`config.mk`:
```
export PLATFORM = sky130hd
export DESIGN_NAME = row_moving_average_core
export DESIGN_NICKNAME = d
export VERILOG_FILES = /design/src/rma_pkg.sv /design/src/rma_ram.sv /design/src/rma_serial_div.sv /design/src/row_moving_average_core.sv
export SDC_FILE = /design/constraint.sdc
export NUM_CORES = 2
export LEC_CHECK = 0
export BUFFER_PORTS_ARGS = -buffer_cell sky130_fd_sc_hd__buf_2
export CORE_MARGIN = 2
export CORE_UTILIZATION = 60
export CTS_BUF_LIST = sky130_fd_sc_hd__clkbuf_16
export DETAILED_ROUTE_END_ITERATION = 12
export PLACE_DENSITY = 0.76
export SLEW_MARGIN = 15
export SYNTH_ARGS = -nofsm -noshare
export SYNTH_HDL_FRONTEND = slang
export SYNTH_HIERARCHICAL = 1
export SYNTH_SLANG_ARGS = --single-unit
```
`constraint.sdc`:
```
create_clock -name aclk -period 13.5 [get_ports aclk]
set_input_delay 1.35 -clock aclk [delete_from_list [all_inputs] [get_ports aclk]]
set_output_delay 1.35 -clock aclk [all_outputs]
set_load 0.01 [all_outputs]
```
`src/rma_pkg.sv`:
```
`timescale 1ns / 1ps
// ----------------------------------------------------------------------------
// Row moving average - package
// Field widths, beat types and sequencer states shared by the block.
// ----------------------------------------------------------------------------
package rma_pkg;

    localparam int SAMPLE_BITS    = 16;
    localparam int WL_BITS        = 6;
    localparam int SUM_BITS       = SAMPLE_BITS + WL_BITS;
    localparam int FILL_BITS      = 7;
    localparam int MAX_WINDOW_DEF = 63;

    typedef struct packed {
        logic signed [SAMPLE_BITS-1:0] sample;
        logic                          row_end;
    } rma_in_t;

    typedef struct packed {
        logic signed [SAMPLE_BITS-1:0] average;
        logic                          row_last;
        logic                          last_of_run;
    } rma_out_t;

    typedef enum logic [2:0] {
        ST_IDLE,
        ST_UPDATE,
        ST_START,
        ST_DIV,
        ST_LOAD,
        ST_DROP
    } rma_state_t;

endpackage

```
`src/rma_ram.sv`:
```
`timescale 1ns / 1ps
// ----------------------------------------------------------------------------
// Row moving average - simple dual-port RAM
// One write port, one read port, registered read data.
// ----------------------------------------------------------------------------
module rma_ram #(
    parameter int WIDTH = 16,
    parameter int DEPTH = 63
) (
    input  logic                     aclk,
    input  logic                     we,
    input  logic [$clog2(DEPTH)-1:0] waddr,
    input  logic [WIDTH-1:0]         wdata,
    input  logic                     re,
    input  logic [$clog2(DEPTH)-1:0] raddr,
    output logic [WIDTH-1:0]         rdata
);

    logic [WIDTH-1:0] mem [DEPTH];

    always_ff @(posedge aclk) begin
        if (we) begin
            mem[waddr] <= wdata;
        end
        if (re) begin
            rdata <= mem[raddr];
        end
    end

endmodule

```
`src/rma_serial_div.sv`:
```
`timescale 1ns / 1ps
// ----------------------------------------------------------------------------
// Row moving average - serial divider
// Restoring signed-by-unsigned division, one quotient bit per cycle,
// truncating toward zero.
// ----------------------------------------------------------------------------
module rma_serial_div import rma_pkg::*; #(
    parameter int DW = SUM_BITS,
    parameter int VW = WL_BITS
) (
    input  logic                 aclk,
    input  logic                 aresetn,
    input  logic                 start,
    input  logic signed [DW-1:0] dividend,
    input  logic [VW-1:0]        divisor,
    output logic                 done,
    output logic signed [DW-1:0] quotient
);

    localparam int CW = $clog2(DW + 1);

    logic          busy_reg, busy_next;
    logic          done_reg, done_next;
    logic [CW-1:0] cnt_reg, cnt_next;
    logic [VW-1:0] rem_reg, rem_next;
    logic [DW-1:0] dq_reg, dq_next;
    logic          neg_reg, neg_next;

    logic [VW:0]   shifted;
    logic [VW+1:0] trial;

    always_ff @(posedge aclk) begin
        if (!aresetn) begin
            busy_reg <= 1'b0;
            done_reg <= 1'b0;
            cnt_reg  <= '0;
        end else begin
            busy_reg <= busy_next;
            done_reg <= done_next;
            cnt_reg  <= cnt_next;
        end
        rem_reg <= rem_next;
        dq_reg  <= dq_next;
        neg_reg <= neg_next;
    end

    assign shifted = {rem_reg, dq_reg[DW-1]};
    assign trial   = {1'b0, shifted} - {2'b00, divisor};

    always_comb begin
        busy_next = busy_reg;
        done_next = 1'b0;
        cnt_next  = cnt_reg;
        rem_next  = rem_reg;
        dq_next   = dq_reg;
        neg_next  = neg_reg;
        if (start) begin
            neg_next  = dividend[DW-1];
            dq_next   = dividend[DW-1] ? DW'(-dividend) : DW'(dividend);
            rem_next  = '0;
            cnt_next  = CW'(DW);
            busy_next = 1'b1;
        end else if (busy_reg) begin
            if (!trial[VW+1]) begin
                rem_next = trial[VW-1:0];
                dq_next  = {dq_reg[DW-2:0], 1'b1};
            end else begin
                rem_next = shifted[VW-1:0];
                dq_next  = {dq_reg[DW-2:0], 1'b0};
            end
            cnt_next = cnt_reg - CW'(1);
            if (cnt_reg == CW'(1)) begin
                busy_next = 1'b0;
                done_next = 1'b1;
            end
        end
    end

    assign done     = done_reg;
    assign quotient = neg_reg ? -signed'(dq_reg) : signed'(dq_reg);

endmodule

```
`src/row_moving_average_core.sv`:
```
`timescale 1ns / 1ps
// ----------------------------------------------------------------------------
// Row moving average - top level
// Boxcar average along image rows with edge skipping and row-end flush.
// ----------------------------------------------------------------------------
// Each sample updates a running window sum (sample store in a RAM of
// MAX_WINDOW entries) and, once h = (window_length-1)/2 later samples have
// arrived, yields sum / window_length truncated toward zero. Each result
// comes from the bit-serial divider (one quotient bit per cycle over the
// SUM_BITS-wide sum). A row-end sample flushes up to h+1 results (fewer
// on a short row) and clears the row state. A result that waits for
// m_ready adds its stall. One sample is in work at a time; the next is
// taken while the last result still waits in the output register.
// window_length 0 acts as 1; values above MAX_WINDOW clamp to it. Writing
// window_length restarts the current row.
// ----------------------------------------------------------------------------
module row_moving_average_core import rma_pkg::*; #(
    parameter int MAX_WINDOW = MAX_WINDOW_DEF
) (
    input  logic               aclk,
    input  logic               aresetn,
    input  logic               cfg_valid,
    output logic               cfg_ready,
    input  logic [WL_BITS-1:0] cfg_window_length,
    input  logic               s_valid,
    output logic               s_ready,
    input  rma_in_t            s_data,
    output logic               m_valid,
    input  logic               m_ready,
    output rma_out_t           m_data
);

    localparam int SLOT_W = $clog2(MAX_WINDOW);
    localparam int AW     = ((SLOT_W > WL_BITS) ? SLOT_W : WL_BITS) + 1;
    localparam logic [AW-1:0] DEPTH_A = AW'(MAX_WINDOW);

    rma_state_t state_reg, state_next;

    logic [WL_BITS-1:0]            len_reg, len_next;
    logic [WL_BITS-1:0]            h_reg, h_next;
    logic [WL_BITS-1:0]            span_reg, span_next;
    logic signed [SUM_BITS-1:0]    sum_reg, sum_next;
    logic [FILL_BITS-1:0]          fill_reg, fill_next;
    logic [SLOT_W-1:0]             wr_reg, wr_next;
    logic [WL_BITS-1:0]            j_reg, j_next;
    logic signed [SAMPLE_BITS-1:0] x_reg, x_next;
    logic                          end_reg, end_next;
    rma_out_t                      out_reg, out_next;
    logic                          out_valid_reg, out_valid_next;

    logic                   in_beat;
    logic                   cfg_beat;
    logic                   out_free;
    logic [WL_BITS-1:0]     eff_len;
    logic [FILL_BITS-1:0]   fill_inc;
    logic                   drop_old;
    logic                   drop_run;
    logic [SLOT_W-1:0]      wr_inc;
    logic [WL_BITS-1:0]     run_cnt;

    logic                   ram_we;
    logic                   ram_re;
    logic [SLOT_W-1:0]      ram_raddr;
    logic [SAMPLE_BITS-1:0] ram_rdata;

    logic                       div_start;
    logic                       div_done;
    logic signed [SUM_BITS-1:0] div_quot;

    function automatic logic [SLOT_W-1:0] back_slot(input logic [SLOT_W-1:0] wr,
                                                    input logic [WL_BITS-1:0] d);
        logic [AW-1:0] w;
        logic [AW-1:0] dd;
        w  = AW'(wr);
        dd = AW'(d);
        if (w >= dd) begin
            return SLOT_W'(w - dd);
        end
        return SLOT_W'(w + DEPTH_A - dd);
    endfunction

    rma_ram #(
        .WIDTH (SAMPLE_BITS),
        .DEPTH (MAX_WINDOW)
    ) u_store (
        .aclk  (aclk),
        .we    (ram_we),
        .waddr (wr_reg),
        .wdata (x_reg),
        .re    (ram_re),
        .raddr (ram_raddr),
        .rdata (ram_rdata)
    );

    rma_serial_div #(
        .DW (SUM_BITS),
        .VW (WL_BITS)
    ) u_div (
        .aclk     (aclk),
        .aresetn  (aresetn),
        .start    (div_start),
        .dividend (sum_reg),
        .divisor  (len_reg),
        .done     (div_done),
        .quotient (div_quot)
    );

    always_ff @(posedge aclk) begin
        if (!aresetn) begin
            state_reg     <= ST_IDLE;
            len_reg       <= WL_BITS'(1);
            h_reg         <= '0;
            span_reg      <= WL_BITS'(1);
            sum_reg       <= '0;
            fill_reg      <= '0;
            wr_reg        <= '0;
            j_reg         <= '0;
            end_reg       <= 1'b0;
            out_valid_reg <= 1'b0;
        end else begin
            state_reg     <= state_next;
            len_reg       <= len_next;
            h_reg         <= h_next;
            span_reg      <= span_next;
            sum_reg       <= sum_next;
            fill_reg      <= fill_next;
            wr_reg        <= wr_next;
            j_reg         <= j_next;
            end_reg       <= end_next;
            out_valid_reg <= out_valid_next;
        end
        x_reg   <= x_next;
        out_reg <= out_next;
    end

    assign cfg_beat = cfg_valid && cfg_ready;
    assign in_beat  = s_valid && s_ready;
    assign out_free = !out_valid_reg || m_ready;

    always_comb begin
        eff_len = (cfg_window_length == '0) ? WL_BITS'(1) : cfg_window_length;
        if (int'(eff_len) > MAX_WINDOW) begin
            eff_len = WL_BITS'(MAX_WINDOW);
        end
    end

    assign fill_inc = (fill_reg == '1) ? fill_reg : fill_reg + FILL_BITS'(1);
    assign drop_old = fill_reg >= FILL_BITS'(span_reg);
    assign drop_run = fill_reg >= FILL_BITS'(j_reg) + FILL_BITS'(h_reg) + FILL_BITS'(1);
    assign wr_inc   = (int'(wr_reg) == MAX_WINDOW - 1) ? '0 : wr_reg + SLOT_W'(1);
    assign run_cnt  = (fill_inc > FILL_BITS'(h_reg)) ? h_reg + WL_BITS'(1)
                                                     : WL_BITS'(fill_inc);

    // next state
    always_comb begin
        state_next = state_reg;
        case (state_reg)
            ST_IDLE: begin
                if (in_beat) begin
                    state_next = ST_UPDATE;
                end
            end
            ST_UPDATE: begin
                if (end_reg || fill_inc > FILL_BITS'(h_reg)) begin
                    state_next = ST_START;
                end else begin
                    state_next = ST_IDLE;
                end
            end
            ST_START: begin
                state_next = ST_DIV;
            end
            ST_DIV: begin
                if (div_done) begin
                    state_next = ST_LOAD;
                end
            end
            ST_LOAD: begin
                if (out_free) begin
                    if (!end_reg || j_reg == '0) begin
                        state_next = ST_IDLE;
                    end else if (drop_run) begin
                        state_next = ST_DROP;
                    end else begin
                        state_next = ST_START;
                    end
                end
            end
            ST_DROP: begin
                state_next = ST_START;
            end
            default: begin
                state_next = ST_IDLE;
            end
        endcase
    end

    // datapath and outputs
    always_comb begin
        len_next       = len_reg;
        h_next         = h_reg;
        span_next      = span_reg;
        sum_next       = sum_reg;
        fill_next      = fill_reg;
        wr_next        = wr_reg;
        j_next         = j_reg;
        x_next         = x_reg;
        end_next       = end_reg;
        out_next       = out_reg;
        out_valid_next = out_valid_reg;
        cfg_ready      = 1'b0;
        s_ready        = 1'b0;
        ram_we         = 1'b0;
        ram_re         = 1'b0;
        ram_raddr      = back_slot(wr_reg, span_reg);
        div_start      = 1'b0;

        if (out_valid_reg && m_ready) begin
            out_valid_next = 1'b0;
        end

        case (state_reg)
            ST_IDLE: begin
                cfg_ready = 1'b1;
                s_ready   = !cfg_valid;
                if (cfg_beat) begin
                    len_next  = eff_len;
                    h_next    = (eff_len - WL_BITS'(1)) >> 1;
                    span_next = ((eff_len - WL_BITS'(1)) >> 1 << 1) | WL_BITS'(1);
                    sum_next  = '0;
                    fill_next = '0;
                    wr_next   = '0;
                end else if (in_beat) begin
                    x_next   = s_data.sample;
                    end_next = s_data.row_end;
                    ram_re   = 1'b1;
                end
            end
            ST_UPDATE: begin
                ram_we    = 1'b1;
                sum_next  = sum_reg + SUM_BITS'(x_reg)
                          - (drop_old ? SUM_BITS'(signed'(ram_rdata)) : '0);
                fill_next = fill_inc;
                if (end_reg) begin
                    j_next = run_cnt - WL_BITS'(1);
                end else begin
                    wr_next = wr_inc;
                end
            end
            ST_START: begin
                div_start = 1'b1;
            end
            ST_DIV: begin
            end
            ST_LOAD: begin
                ram_raddr = back_slot(wr_reg, j_reg + h_reg);
                if (out_free) begin
                    out_valid_next       = 1'b1;
                    out_next.average     = SAMPLE_BITS'(div_quot);
                    out_next.row_last    = end_reg && (j_reg == '0);
                    out_next.last_of_run = !end_reg || (j_reg == '0);
                    if (end_reg) begin
                        if (j_reg == '0) begin
                            sum_next  = '0;
                            fill_next = '0;
                            wr_next   = '0;
                        end else if (drop_run) begin
                            ram_re = 1'b1;
                        end else begin
                            j_next = j_reg - WL_BITS'(1);
                        end
                    end
                end
            end
            ST_DROP: begin
                sum_next = sum_reg - SUM_BITS'(signed'(ram_rdata));
                j_next   = j_reg - WL_BITS'(1);
            end
            default: begin
            end
        endcase
    end

    assign m_valid = out_valid_reg;
    assign m_data  = out_reg;

endmodule

```
# Word-level counts from Yosys, hierarchy flattened
# Memory sizes are Yosys's and may differ from the RTL's. A register that Yosys moved wholly into a read port is not among the register bits.
# Cells that the tools add are included.
[totals] input_bits=28 memories=1 ramBits=1008 output_inout_bits=21 register_bits=127 word_cells=165
[mem_list] memory="u_store.mem" depth=63 word_bits=16 read_ports=1 rd_clocked_by_memory_dff=1 wr=1 line="rma_ram.sv:19" source="logic [WIDTH-1:0] mem [DEPTH];"
[classes] n_eq_ne=18 addsub=21 muxes=70 order_cmp=5 bitwise_logic=3 n_reduce_logical=27
[ops] operator="$mux 22" n=8
[ops] operator="$mux 6" n=19
[ops] operator="$pmux 22 s4" n=1
[ops] operator="$pmux 6 s3" n=2
[ops] operator="$mux 7" n=5
[ops] operator="$sub 6x6->6" n=4
[ops] operator="$mux 1" n=23
[ops] operator="$add 22x22->22" n=1
[ops] operator="$neg 22->22" n=1
[ops] operator="$sub 22x16->22" n=1
[ops] operator="$sub 22x22->22" n=1
[ops] operator="$pmux 7 s3" n=1
[ops] operator="$ne 2x2->1 const B" n=9
[ops] operator="$pmux 3 s6" n=1
[ops] operator="$sub 6x1->6 const B" n=3
[ops] operator="$mux 16" n=1
[ops] operator="$neg 16->16" n=1
[ops] operator="$mux 3" n=5
[ops] operator="$add 7x1->7 const B" n=2
[ops] operator="$ge 6x6->1" n=2
[ops] operator="$logic_not 6->1" n=2
[ops] operator="$reduce_and 6->1" n=2
[ops] operator="$mux 5" n=2
[ops] operator="$reduce_and 5->1" n=2
[ops] operator="31 further kinds" n=45

# Depth between registers and ports, before layout
[depth] ltp_word=8 mapped_depth=24

# By module
# The synthesis kept the hierarchy.
[modules_own_cells] module="rma_ram" area_per_inst_um2=39500.4 instances=1 cells_each=1825
[modules_own_cells] module="row_moving_average_core" area_per_inst_um2=8510.7 instances=1 cells_each=1020
[modules_own_cells] module="rma_serial_div" area_per_inst_um2=2625.0 instances=1 cells_each=289

# Least setup slack after synthesis
# OpenSTA, ideal clock, no wires.
[synth_timing] kind="register to register" startpoint="register span_reg[1]" endpoint="register u_store.rdata[4] (read register of u_store.mem), data pin" synth_period_minus_slack_ns=4.815 setup_slack_ns=8.685 path_buffers=3 required_ns=13.241 arrival_time_ns=4.556 path_stages_with_launch=22 path_cell_list="dfxtp_1 > ha_1 > fa_1 > a21oi_1 > o21ai_0 > xnor2_1 > ha_1 > and3_1 > a31oi_1 > o21ai_0 > a21oi_1 > nand2_1 > o21ai_0 > nand2_1 > o21ai_0 > buf_6 > buf_12 > buf_2 > mux4_2 > a211oi_1 > nor3_1 > a211o_1"
[synth_lines] item="start: declaration" line="row_moving_average_core.sv:41" source="logic [WL_BITS-1:0] span_reg, span_next;"
[synth_lines] item="start signal: assignment" line="row_moving_average_core.sv:124" source="span_reg <= span_next;"
[synth_lines] item="$add 6x5->6"
[synth_lines] item="$ge 6x6->1"
[synth_lines] item="$mux 1 (2 in series)"
[synth_lines] item="$mux 6"
[synth_lines] item="$mux 6 (*)" line="row_moving_average_core.sv:222" source="case (state_reg)"
[synth_lines] item="via ram_raddr[0]" line="row_moving_average_core.sv:63" source="logic [SLOT_W-1:0] ram_raddr;"
[synth_lines] item="end: declaration" line="rma_ram.sv:16" source="output logic [WIDTH-1:0] rdata"
# The timed path passes the listed nets; every way through them passes the cells marked *. The select of a mux whose other input is x is not followed.
# A chain may end at the register's enable or synchronous reset.

# Worst setup path after layout
[layout_timing] startpoint="register span_reg[1]" endpoint="register u_store.rdata[0] (read register of u_store.mem), data pin"
# Same word-level chain as after synthesis.

==> impl_metrics.csv <==
group,metric,value,unit
placement,dpl_cell_area,52110,sq um
routing,first_iter_violations,3723,
placement,portBuffers,48,
floorplan,dieArea,86540,sq um
cells_and_area,final_layout_size_suffix_gt1_share,17.02,%
global_route,antenna_found_initial,3,
timing,fin_crit_sh,53.61,%
cells_and_area,nNetsFinal,3388,
global_route,grt_max_degree,150,
floorplan,die_y,294.2,um
timing,min_period,7238,ps
logic_synthesis,yosys_warnings,6,
clock_tree,cts_buffers,109,
worst_setup_path,r2r_cells,21,
routing,wl_met1,47.23,mm
cells_and_area,largest_register_ffs,1008,
worst_setup_path,crit_path_end_kind,"flop",
logic_synthesis,synthCells,3118,
routing,drt_pre_antenna_iters,8,
placement,place_inst,4195,
floorplan,fp.dieW,294.2,um
timing,fin_skew,56.15,ps
clock_tree,cts-resized-gates,0,
placement,gp_congestion,0.8979,
worst_setup_path,crit_path_max_fanout,114,
worst_setup_path,required,13940,ps
global_route,grt_pass1_wl,190.7,mm
clock_tree,clkTransAtPathRegs,60,ps
floorplan,rows,106,
floorplan,start_util,60.46,%
hold_path,hold_path_class,"flop to flop",
power,powerDensity,156.5,nW/um^2
timing,slew_headroom,17.45,%
timing,final_hold_viol_count,0,
routing,highest_layer,"met5",
run_status,outcome,"finished clean",
cells_and_area,utilization,66.65,%
routing,wl_met3,13.75,mm
cells_and_area,stdcell_count,4401,
timing,slew_violations,0,
global_route,grt_overflow,0,
timing,rsz0062_at_grt,"no",
global_route,grt_usage,30.09,%
logic_synthesis,syn_nets,3279,
hold_path,hold_depth,2,
cells_and_area,syn2layout_area_growth,10.24,%
routing,ant_nets,0,
placement,dp.final_hpwl,77.95,mm
routing,wl_met2,61.07,mm
routing,wl,128.5,mm
worst_setup_path,path_class,"flop to flop",
global_route,grt_pass1_vias,29638,
clock_tree,h-tree-depth,3,
logic_synthesis,syn_avg_cell_area,16.20,sq um
clock_tree,clk_latency,700,ps
power,total_leakage_power,18.80,nW
cells_and_area,finalInstanceArea,55690,sq um
routing,vias,29656,
power,ir_drop,203.4,uV
timing,finalSetupTns,0,ps
clock_tree,cts_setup_buffers,0,
timing,worstMarginPinSlew,1237,ps
timing,setup_viol,0,
worst_setup_path,worst_setup_path_start_kind,"flop",
routing,routed_via_density,6.738,
floorplan,ios,49,
clock_tree,cts_root_buf,"clkbuf_16",
clock_tree,cts_tree,"built",
job,cap_violations,0,
clock_tree,cts_max_path_buffers,3,
timing,max_freq,138.2,MHz
logic_synthesis,synthesis.area,50520,sq um
routing,drc,0,
worst_setup_path,crit_arrival,7680,ps
floorplan,fp.coreArea,83560,sq um
clock_tree,clock_sinks,1151,
routing,routedWlPerCell,29.19,um
clock_tree,hold_buffers,0,
-- worst max-delay path: stages (launching register included) --
cell	delay (ps)
dfxtp_1	410
ha_1	280
fa_1	400
a21oi_1	130
o21ai_0	110
xnor2_1	260
ha_1	310
and3_1	150
a31oi_1	170
o21ai_0	120
a21oi_1	600
nand2_1	100
o21ai_0	90
nand2_1	110
o21ai_4	90
buf_12	610
buf_4	810
buf_4	630
mux4_2	590
a22oi_1	270
nand2_1	170
a221o_1	330
-- per-stage QoR --
| stage | hold slack [ps] | setup slack [ps] | power [mW] |
|---|---|---|---|
| floorplan | 436.3 | 8685 | 5.215 |
| global placement | 450.7 | 6424 | 5.666 |
| detailed placement | 457.0 | 6274 | 5.701 |
| CTS | 465.8 | 6229 | 8.717 |
| global route | 495.4 | 5687 | 8.976 |
| finish | 462.0 | 6262 | 8.716 |
-- layout by cell type (no fill, tap or decap), drive strengths merged, types with 15 or more instances in the layout --
cell and instances:
a211oi 33, a21o 27, a21oi 122, a22oi 42, a31oi 20, and2 25, buf 140, clkbuf 110
clkinv 47, dfxtp 70, edfxtp 1081, fa 28, ha 105, inv 182, mux2i 87, mux4 219
nand2 130, nand2b 24, nand3 35, nor2 200, nor2b 29, nor3 52, o21ai 92, o221ai 15
o22ai 31, o31ai 15, or3 16, xnor2 61, xor2 46
-- final cells by class --
class | instances | area (sq um)
sequential | 1151 | 33860
inverter | 152 | 570.5
timing repair buffer | 140 | 972.2
tap | 1080 | 1351
antenna | 2 | 5.005
clock buffer | 110 | 2753
clock inverter | 93 | 817.0
fill | 5410 | 27860
multi-input combinational | 1673 | 15360
-- power breakdown --
| group | switching [mW] | leakage (nW) | internal, mW |
|---|---|---|---|
| Clock | 1.32 | 1.85 | 1.71 |
| Combinational | 1.04 | 6.65 | 0.659 |
| Sequential | 0.0476 | 10.3 | 3.93 |
| Total | 2.41 | 18.8 | 6.31 |
-- metal layers --
| layer | vias up | global-route usage (%) |
|---|---|---|
| met3 | 327 | 6.156 |
| met4 | 2 | 13.34 |
| met1 | 14962 | 40.47 |
| met2 | 1866 | 48.03 |
| li1 | 12499 | - |
| met5 | - | 0.2836 |
-- path summary, 6_finish.rpt --
path	startpoint	endpoint	slack, ps
worst min register to register	len_reg[3]$_SDFFE_PN0P_	len_reg[3]$_SDFFE_PN0P_	460
worst max-delay path	span_reg[1]$_SDFFE_PN0P_	u_store/rdata[0]$_DFFE_PP_	6260
worst min-delay path	len_reg[3]$_SDFFE_PN0P_	len_reg[3]$_SDFFE_PN0P_	460
worst max register to register	span_reg[1]$_SDFFE_PN0P_	u_store/rdata[0]$_DFFE_PP_	6260
No activity file was read; power rests on OpenSTA's default activity.
